File: src/hw/rtl/round_robin_thread_scheduler_assert.svh
// Assertion macros for the round-robin thread scheduler.
// Used by the top level; expects clk and rst_n in scope.
`ifndef ROUND_ROBIN_THREAD_SCHEDULER_ASSERT_SVH
`define ROUND_ROBIN_THREAD_SCHEDULER_ASSERT_SVH

// same-cycle implication
`define RRTS_ASSERT_IMPL(lbl, ante, cons) \
  lbl: assert property (@(posedge clk) disable iff (!rst_n) (ante) |-> (cons)) \
    else $error("scheduler assertion failed");

// next-cycle implication
`define RRTS_ASSERT_NEXT(lbl, ante, cons) \
  lbl: assert property (@(posedge clk) disable iff (!rst_n) (ante) |=> (cons)) \
    else $error("scheduler assertion failed");

`endif

File: src/hw/rtl/rrts_pkg.sv
// Shared types and constants for the round-robin thread scheduler.
// No dependencies.
package rrts_pkg;

  localparam int NTHR  = 16;
  localparam int ID_W  = 4;
  localparam int CNT_W = 5;

  // configuration register byte addresses
  localparam logic [2:0] ADDR_SLICE = 3'd0;

  // input modes
  localparam logic [2:0] MODE_TICK    = 3'd0;
  localparam logic [2:0] MODE_CREATE  = 3'd1;
  localparam logic [2:0] MODE_START   = 3'd2;
  localparam logic [2:0] MODE_TERM    = 3'd3;
  localparam logic [2:0] MODE_DESTROY = 3'd4;

  // thread life states
  localparam logic [2:0] TS_FREE    = 3'd0;
  localparam logic [2:0] TS_CREATED = 3'd1;
  localparam logic [2:0] TS_FRESH   = 3'd2;
  localparam logic [2:0] TS_READY   = 3'd3;
  localparam logic [2:0] TS_RUNNING = 3'd4;
  localparam logic [2:0] TS_ENDED   = 3'd5;

  // result status codes
  localparam logic [1:0] STAT_OK       = 2'd0;
  localparam logic [1:0] STAT_NOFREE   = 2'd1;
  localparam logic [1:0] STAT_BADID    = 2'd2;
  localparam logic [1:0] STAT_NOSWITCH = 2'd3;

  typedef struct packed {
    logic [2:0]      mode;
    logic [ID_W-1:0] tid;
  } in_t;

  typedef struct packed {
    logic [1:0]       status;
    logic [ID_W-1:0]  new_id;
    logic [ID_W-1:0]  running_id;
    logic             switched;
    logic             fresh_start;
    logic [CNT_W-1:0] runnable_count;
  } out_t;

  typedef enum logic [3:0] {
    OP_NONE, OP_LOAD, OP_DEC, OP_ROT, OP_SHIFT, OP_TAIL, OP_DROP,
    OP_HEAD, OP_INC, OP_CREATE, OP_START, OP_END, OP_FREE, OP_ERR
  } op_t;

  // which table entry the status read port looks at
  typedef enum logic [1:0] {TSEL_ID, TSEL_SCAN, TSEL_HEAD} tsel_t;

  typedef struct packed {
    op_t        op;
    logic [1:0] err;
    tsel_t      tsel;
    logic       q_next;
  } ctl_t;

  typedef struct packed {
    logic [2:0]       mode;
    logic [2:0]       id_stat;
    logic [CNT_W-1:0] qcnt;
    logic             rot_go;
    logic             idx_last;
    logic             idx_end;
    logic             idx_zero;
    logic             q_hit;
    logic             more;
  } sts_t;

endpackage

File: src/hw/rtl/rrts_ctrl.sv
// Sequencer for the thread scheduler: decodes each word and steps the datapath.
// Depends on rrts_pkg.
module rrts_ctrl import rrts_pkg::*; (
  input  logic clk,
  input  logic rst_n,
  input  logic accept,
  input  sts_t sts,
  output ctl_t ctl,
  output logic busy,
  output logic done
);

  typedef enum logic [2:0] {
    S_IDLE, S_DECODE, S_ROT, S_SCAN, S_FIND, S_SHIFT, S_HEAD, S_DONE
  } state_t;

  state_t state_r, state_nxt;
  logic   rot_r, rot_nxt;
  logic   head_r, head_nxt;

  // next state and datapath command
  always_comb begin
    state_nxt = state_r;
    rot_nxt   = rot_r;
    head_nxt  = head_r;
    ctl       = '{op: OP_NONE, err: STAT_OK, tsel: TSEL_ID, q_next: 1'b0};
    unique case (state_r)
      S_IDLE: begin
        if (accept) begin
          ctl.op    = OP_LOAD;
          state_nxt = S_DECODE;
        end
      end
      S_DECODE: begin
        state_nxt = S_DONE;
        priority case (sts.mode)
          MODE_TICK: begin
            ctl.op = OP_DEC;
            if (sts.rot_go) state_nxt = S_ROT;
          end
          MODE_CREATE: state_nxt = S_SCAN;
          MODE_START: begin
            if (sts.id_stat == TS_CREATED && sts.qcnt < CNT_W'(NTHR)) begin
              ctl.op = OP_START;
            end else begin
              ctl.op  = OP_ERR;
              ctl.err = STAT_BADID;
            end
          end
          MODE_TERM: state_nxt = S_FIND;
          MODE_DESTROY: begin
            if (sts.id_stat == TS_FREE) begin
              ctl.op  = OP_ERR;
              ctl.err = STAT_BADID;
            end else if (sts.id_stat == TS_CREATED || sts.id_stat == TS_ENDED) begin
              ctl.op = OP_FREE;
            end else begin
              state_nxt = S_FIND;
            end
          end
          default: begin
            ctl.op  = OP_ERR;
            ctl.err = STAT_BADID;
          end
        endcase
      end
      S_ROT: begin
        ctl.op    = OP_ROT;
        rot_nxt   = 1'b1;
        state_nxt = S_SHIFT;
      end
      // rotating search for a free id
      S_SCAN: begin
        ctl.tsel = TSEL_SCAN;
        if (sts.id_stat == TS_FREE) begin
          ctl.op    = OP_CREATE;
          state_nxt = S_DONE;
        end else if (sts.idx_last) begin
          ctl.op    = OP_ERR;
          ctl.err   = STAT_NOFREE;
          state_nxt = S_DONE;
        end else begin
          ctl.op = OP_INC;
        end
      end
      // walk the run queue for the target id
      S_FIND: begin
        if (sts.idx_end) begin
          ctl.op    = OP_ERR;
          ctl.err   = STAT_BADID;
          state_nxt = S_DONE;
        end else if (sts.q_hit) begin
          if (sts.idx_zero && sts.qcnt < CNT_W'(2)) begin
            ctl.op    = OP_ERR;
            ctl.err   = STAT_NOSWITCH;
            state_nxt = S_DONE;
          end else begin
            ctl.op    = OP_END;
            rot_nxt   = 1'b0;
            head_nxt  = sts.idx_zero;
            state_nxt = S_SHIFT;
          end
        end else begin
          ctl.op = OP_INC;
        end
      end
      // close the gap one entry a cycle
      S_SHIFT: begin
        ctl.q_next = 1'b1;
        if (sts.more) begin
          ctl.op = OP_SHIFT;
        end else if (rot_r) begin
          ctl.op    = OP_TAIL;
          state_nxt = S_HEAD;
        end else begin
          ctl.op    = OP_DROP;
          state_nxt = head_r ? S_HEAD : S_DONE;
        end
      end
      S_HEAD: begin
        ctl.tsel  = TSEL_HEAD;
        ctl.op    = OP_HEAD;
        state_nxt = S_DONE;
      end
      S_DONE: state_nxt = S_IDLE;
      default: state_nxt = S_IDLE;
    endcase
  end

  // state and registered outputs
  always_ff @(posedge clk) begin
    if (!rst_n) begin
      state_r <= S_IDLE;
      rot_r   <= 1'b0;
      head_r  <= 1'b0;
      busy    <= 1'b0;
      done    <= 1'b0;
    end else begin
      state_r <= state_nxt;
      rot_r   <= rot_nxt;
      head_r  <= head_nxt;
      busy    <= (state_nxt != S_IDLE);
      done    <= (state_nxt == S_DONE);
    end
  end

endmodule

File: src/hw/rtl/rrts_dpath.sv
// Datapath of the thread scheduler: thread table, run queue, slice counter.
// Depends on rrts_pkg.
module rrts_dpath import rrts_pkg::*; (
  input  logic        clk,
  input  logic        rst_n,
  input  ctl_t        ctl,
  input  in_t         in_word,
  input  logic [15:0] slice_len,
  output sts_t        sts,
  output out_t        out_word
);

  logic [2:0]       tstat_r [NTHR];
  logic [ID_W-1:0]  q_r     [NTHR];
  logic [CNT_W-1:0] qcnt_r;
  logic [15:0]      slice_left_r;
  logic [ID_W-1:0]  search_r;
  logic [CNT_W-1:0] idx_r;
  logic [ID_W-1:0]  cur_r;
  logic [2:0]       mode_r;
  logic [ID_W-1:0]  id_r;
  logic [1:0]       status_r;
  logic [ID_W-1:0]  new_id_r;
  logic             sw_r;
  logic             fresh_r;

  logic [CNT_W-1:0] idx_p1;
  logic [ID_W-1:0]  taddr;
  logic [2:0]       tval;
  logic [ID_W-1:0]  qrd;
  logic [15:0]      slice_dec;

  assign idx_p1 = idx_r + CNT_W'(1);

  // single read port on the thread status table
  always_comb begin
    unique case (ctl.tsel)
      TSEL_SCAN: taddr = search_r + idx_r[ID_W-1:0];
      TSEL_HEAD: taddr = q_r[0];
      default:   taddr = id_r;
    endcase
  end
  assign tval      = tstat_r[taddr];
  assign qrd       = q_r[ctl.q_next ? idx_p1[ID_W-1:0] : idx_r[ID_W-1:0]];
  assign slice_dec = (slice_left_r != 16'd0) ? slice_left_r - 16'd1 : 16'd0;

  // status back to the sequencer
  assign sts.mode     = mode_r;
  assign sts.id_stat  = tval;
  assign sts.qcnt     = qcnt_r;
  assign sts.rot_go   = (qcnt_r > CNT_W'(1)) && (slice_dec == 16'd0);
  assign sts.idx_last = (idx_r == CNT_W'(NTHR - 1));
  assign sts.idx_end  = (idx_r >= qcnt_r);
  assign sts.idx_zero = (idx_r == '0);
  assign sts.q_hit    = (qrd == id_r);
  assign sts.more     = (idx_p1 < qcnt_r);

  assign out_word.status         = status_r;
  assign out_word.new_id         = new_id_r;
  assign out_word.running_id     = q_r[0];
  assign out_word.switched       = sw_r;
  assign out_word.fresh_start    = fresh_r;
  assign out_word.runnable_count = qcnt_r;

  // table and queue updates
  always_ff @(posedge clk) begin
    if (!rst_n) begin
      // thread 0 starts out running, all others free
      for (int i = 0; i < NTHR; i++) begin
        tstat_r[i] <= (i == 0) ? TS_RUNNING : TS_FREE;
        q_r[i]     <= '0;
      end
      qcnt_r       <= CNT_W'(1);
      slice_left_r <= 16'd0;
      search_r     <= '0;
      idx_r        <= '0;
      cur_r        <= '0;
      mode_r       <= MODE_TICK;
      id_r         <= '0;
      status_r     <= STAT_OK;
      new_id_r     <= '0;
      sw_r         <= 1'b0;
      fresh_r      <= 1'b0;
    end else begin
      unique case (ctl.op)
        OP_LOAD: begin
          mode_r   <= in_word.mode;
          id_r     <= in_word.tid;
          status_r <= STAT_OK;
          new_id_r <= '0;
          sw_r     <= 1'b0;
          fresh_r  <= 1'b0;
          idx_r    <= '0;
        end
        OP_DEC: slice_left_r <= slice_dec;
        OP_ROT: begin
          cur_r         <= q_r[0];
          tstat_r[q_r[0]] <= TS_READY;
          idx_r         <= '0;
        end
        OP_SHIFT: begin
          q_r[idx_r[ID_W-1:0]] <= qrd;
          idx_r                <= idx_p1;
        end
        OP_TAIL: q_r[ID_W'(qcnt_r - CNT_W'(1))] <= cur_r;
        OP_DROP: qcnt_r <= qcnt_r - CNT_W'(1);
        OP_HEAD: begin
          slice_left_r <= slice_len;
          if (tval == TS_FRESH) begin
            tstat_r[taddr] <= TS_RUNNING;
            sw_r           <= 1'b1;
            fresh_r        <= 1'b1;
          end else if (tval == TS_READY) begin
            tstat_r[taddr] <= TS_RUNNING;
            sw_r           <= 1'b1;
          end
        end
        OP_INC: idx_r <= idx_p1;
        OP_CREATE: begin
          tstat_r[taddr] <= TS_CREATED;
          search_r       <= taddr;
          new_id_r       <= taddr;
        end
        OP_START: begin
          tstat_r[id_r]              <= TS_FRESH;
          q_r[qcnt_r[ID_W-1:0]]      <= id_r;
          qcnt_r                     <= qcnt_r + CNT_W'(1);
        end
        OP_END:  tstat_r[id_r] <= (mode_r == MODE_DESTROY) ? TS_FREE : TS_ENDED;
        OP_FREE: tstat_r[id_r] <= TS_FREE;
        OP_ERR:  status_r <= ctl.err;
        default: ;
      endcase
    end
  end

endmodule

File: src/hw/rtl/round_robin_thread_scheduler.sv
// Round-robin thread scheduler top: APB slice register, sequencer, datapath.
// Depends on rrts_pkg, rrts_ctrl, rrts_dpath and the assert macro header.
// One word at a time: start and destroy of an idle thread finish at decode, a create
// searches for a free id one entry a cycle, and a terminate, a destroy of a queued
// thread or a rotating tick walks the queue or rotates, shifts and reloads the head.
// The result strobe comes in the last cycle; the receiver cannot stall.
// Synchronous active-low reset: thread 0 running, queue holds id 0, slice 10.
`include "round_robin_thread_scheduler_assert.svh"
module round_robin_thread_scheduler import rrts_pkg::*; (
  input  logic        clk,
  input  logic        rst_n,
  input  logic        start,
  output logic        busy,
  input  in_t         in_data,
  output logic        out_valid,
  output out_t        out_data,
  input  logic        cfg_psel,
  input  logic        cfg_penable,
  input  logic        cfg_pwrite,
  input  logic [2:0]  cfg_paddr,
  input  logic [31:0] cfg_pwdata,
  output logic [31:0] cfg_prdata,
  output logic        cfg_pready
);

  logic [15:0] slice_len_r;
  logic        accept;
  ctl_t        ctl;
  sts_t        sts;

  assign accept     = start && !busy;
  assign cfg_pready = 1'b1;
  assign cfg_prdata = (cfg_paddr == ADDR_SLICE) ? {16'd0, slice_len_r} : 32'd0;

  // slice length register
  always_ff @(posedge clk) begin
    if (!rst_n) begin
      slice_len_r <= 16'd10;
    end else if (cfg_psel && cfg_penable && cfg_pwrite && cfg_paddr == ADDR_SLICE) begin
      slice_len_r <= cfg_pwdata[15:0];
    end
  end

  rrts_ctrl u_ctrl (
    .clk    (clk),
    .rst_n  (rst_n),
    .accept (accept),
    .sts    (sts),
    .ctl    (ctl),
    .busy   (busy),
    .done   (out_valid)
  );

  rrts_dpath u_dpath (
    .clk       (clk),
    .rst_n     (rst_n),
    .ctl       (ctl),
    .in_word   (in_data),
    .slice_len (slice_len_r),
    .sts       (sts),
    .out_word  (out_data)
  );

  `RRTS_ASSERT_NEXT(a_strobe_single, out_valid, !out_valid)
  `RRTS_ASSERT_NEXT(a_accept_busy, accept, busy)
  `RRTS_ASSERT_IMPL(a_done_busy, out_valid, busy)
  `RRTS_ASSERT_IMPL(a_queue_nonempty, out_valid, out_data.runnable_count != 5'd0)

endmodule
File: config.mk
export PLATFORM = sky130hd
export DESIGN_NAME = round_robin_thread_scheduler
export DESIGN_NICKNAME = d
export VERILOG_FILES = /design/src/hw/rtl/rrts_pkg.sv /design/src/hw/rtl/rrts_ctrl.sv /design/src/hw/rtl/rrts_dpath.sv /design/src/hw/rtl/round_robin_thread_scheduler.sv
export VERILOG_INCLUDE_DIRS = /design/src /design/src/hw/rtl
export SDC_FILE = /design/constraint.sdc
export NUM_CORES = 1
export LEC_CHECK = 0
export ABC_AREA = 1
export BUFFER_PORTS_ARGS = -buffer_cell sky130_fd_sc_hd__buf_2
export CORE_ASPECT_RATIO = 0.7
export CORE_UTILIZATION = 45
export DETAILED_ROUTE_END_ITERATION = 6
export SYNTH_ARGS = -nofsm -noshare
export SYNTH_HDL_FRONTEND = slang
export SYNTH_SLANG_ARGS = --single-unit
export TNS_END_PERCENT = 50
File: constraint.sdc
create_clock -name clk -period 4.8 [get_ports clk]
set_input_delay 0.48 -clock clk [delete_from_list [all_inputs] [get_ports clk]]
set_output_delay 0.48 -clock clk [all_outputs]
set_load 0.005 [all_outputs]
==> results.json <==
{
  "status": "completed",
  "vdd_drop_max_mv": 0.310,
  "cts.sinks": 184,
  "yosysMostFrequentCell": "nand2_1",
  "start_kind": "flop",
  "fin_crit_sh_pct": 93.8,
  "worst_pin_slew_ns": 0.968,
  "htree_levels": 4,
  "path_buf_inv": 3,
  "fin_skew_ns": 0.0177,
  "area_delta_synth_final_pct": 11.2,
  "synth_cell_type_count": 48,
  "synth_edf_count": 112,
  "avgSynthCellArea_um2": 7.72,
  "cp_top_family": "simple AND/OR/NAND/NOR gates",
  "drt.antenna.violating_nets": 0,
  "cp_max_fo": 17,
  "critical_path_arrival_ns": 4.65,
  "start_util_pct": 46.4,
  "synth.area.top_cells": "edfxtp_1 (32%), dfxtp_1 (14%), nand2_1 (11%), nand3_1 (8.3%), nor2_1 (6.7%)",
  "grt_pass1_vias": 8185,
  "place_hpwl_um": 21200,
  "fmax_mhz": 222,
  "drc": 0,
  "routed_wl_um": 29100,
  "power.leakage_nw": 5.21,
  "root_buffer": "clkbuf_16",
  "synth_cells": 1374,
  "async_reset_ff_share_pct": 0,
  "r2r_slack_ns": 0.30,
  "synth_top_area_share_pct": 31.7,
  "die_y_um": 130,
  "ys_ff_latch": 184,
  "slowest_delay_ns": 0.48,
  "rsz0062_at_grt": "no",
  "grt_max_degree": 71,
  "ys_warn_count": 0,
  "drt_first_pass_iters": 5,
  "cp_slowest_cell": "fa_1",
  "io_buffers": 66,
  "end_kind": "flop",
  "yosysSeqAreaShare_pct": 45.3,
  "maxSlewHeadroom_pct": 35.3,
  "hp-class": "in2reg",
  "fp.dieW_um": 185,
  "cts_tree": "yes",
  "num-nets-final": 1498,
  "io_pins": 100,
  "antenna_found_initial": 2,
  "layout-drive-gt1-share_pct": 13.8,
  "ys.flop_type": "edfxtp_1",
  "die_area_mm2": 0.0242,
  "syn_area_mm2": 0.0106,
  "min_period_ns": 4.50,
  "tns_ns": 0,
  "worstSetupPathType": "reg2reg",
  "cp_cell_sequence": "ha_1 -> fa_1 -> nand2_1 -> nand2_1 -> inv_1 -> nand2_2 -> nand3_1 -> nand3_1 -> nand3_1 -> nand2_2 -> nor2_4 -> nand2_1 -> nand2_1 -> nand2_2 -> nor2_4 -> nand2_2 -> nor2_4 -> nand3_2 -> buf_4 -> nand3_1 -> inv_2 -> nor3_2 -> nand2_1 -> nand2_1",
  "vias_per_cell": 5.36,
  "hold_viol_final": 0,
  "cts_setup_buffers": 0,
  "gp_congestion": 0.898,
  "coreArea_mm2": 0.0228,
  "yosys-top-cells-count": "nand2_1 (314), nor2_1 (190), nand3_1 (176), inv_1 (123), edfxtp_1 (112)",
  "drt_iter0_drc": 865,
  "cap_violations": 0,
  "p_per_area_mw_per_mm2": 496,
  "grt_pass1_wl_um": 45500,
  "wl_per_cell_um": 16.6,
  "clk_pin_slew_worst_paths_ns": 0.07,
  "worstPathRequired_ns": 4.95,
  "numCtsBuffers": 17,
  "holdWs_ns": 0.259,
  "crit_top_cell": "nand2_1",
  "grt_usage_pct": 25.0,
  "clock_latency_ns": 0.45,
  "cts_buffer_depth": 2,
  "setup_violations": 0,
  "finalMaxSlewViolations": 0,
  "gr-total-overflow": 0,
  "rows": 46,
  "routed-via-count": 9399,
  "synth_area_leader_cell": "edfxtp_1"
}
-- worst paths after layout --
path	depth (start not counted)	from	end
max reg2reg	24	u_dpath.idx_r[0]	u_dpath.q_r[3][2]
max	24	u_dpath.idx_r[0]	u_dpath.q_r[3][2]
min reg2reg	2	u_dpath.cur_r[2]	u_dpath.cur_r[2]
min	3	cfg_pwdata[1]	slice_len_r[1]
-- tightest hold or removal path, cell delays in order --
cell,delay [ns]
buf_2,0.08
a21oi_1,0.05
o21ai_0,0.06
-- report_power, final --
group	leakage, nW	switching [mW]	internal [mW]
Combinational	3.18	1.69	0.750
Sequential	1.74	0.144	1.82
Clock	0.294	0.715	0.729
-- layout make-up --
cell class | count | area (µm²)
fillers | 2253 | 11100
multi-input cells | 991 | 4880
flip-flops and latches | 184 | 4810
repair buffers | 98 | 596
inverters | 137 | 514
clock buffers | 18 | 450
well taps | 312 | 390
clock inverters | 14 | 146
diodes | 1 | 2.50
-- layer usage --
| layer | part of all wire, % | GRT usage (%) | wire [µm] | vias up |
|---|---|---|---|---|
| met1 | 52 | 39.8 | 15000 | 4413 |
| met4 | 0.99 | 5.79 | 287 | 2 |
| met2 | 40 | 34.4 | 11800 | 322 |
| met5 | 0.031 | 0 | 9 | - |
| met3 | 7.1 | 4.63 | 2060 | 34 |
| li1 | - | - | - | 4628 |
-- repair_timing --
action | CTS | global route
endpoints found under the setup margin | 0 | 137
hold buffers | 0 | 0
resized for setup | 0 | 7
-- sequential cells by signal (all words and copies together), names as in the netlist --
signal,count
slice_len_r,16
u_ctrl.busy,1
u_ctrl.done,1
u_ctrl.head_r,1
u_ctrl.rot_r,1
u_ctrl.state_r,3
u_dpath.cur_r,4
u_dpath.fresh_r,1
u_dpath.id_r,4
u_dpath.idx_r,5
u_dpath.mode_r,3
u_dpath.new_id_r,4
u_dpath.q_r,64
u_dpath.qcnt_r,5
u_dpath.search_r,4
u_dpath.slice_left_r,16
u_dpath.status_r,2
u_dpath.sw_r,1
u_dpath.tstat_r,48
-- per-stage QoR --
step | util, % | worst slack (ns) | total power [mW] | cells | area, µm²
after floorplan | - | 1.11 | 3.77 | 1389 | 10700
after global placement | 48.9 | 0.290 | 4.37 | 1722 | 11200
after detailed placement | 48.9 | 0.249 | 4.39 | 1722 | 11200
after CTS | 51.5 | 0.226 | 5.82 | 1754 | 11800
after global routing | 51.6 | 0.00138 | 6.23 | 1755 | 11800
final | 51.6 | 0.297 | 5.85 | 1755 | 11800
-- cell families (layout without fill, tap and decap cells) --
kind of cell               after synthesis  after routing  share of synthesized area (%)
and+or+nand+nor                        761            761                           31.9
buffers and inverters                  214            267                           9.36
DFF                                    184            184                           45.3
AOI/OAI and AO/OA                      174            174                           9.36
adders and majority gates               21             21                           2.55
xor gates and xnor gates                18             18                           1.49
other                                    2             18                         0.0708
-- cells in the final DEF (no fill, tap or decap), drive strengths merged, types with 20 or more instances in the layout --
master,n
o21ai,75
dfxtp,72
nand3,183
nor2,203
buf,98
ha,20
nand2,334
edfxtp,112
inv,144
a21oi,66
Note: power is estimated with default switching activity, not from simulation.
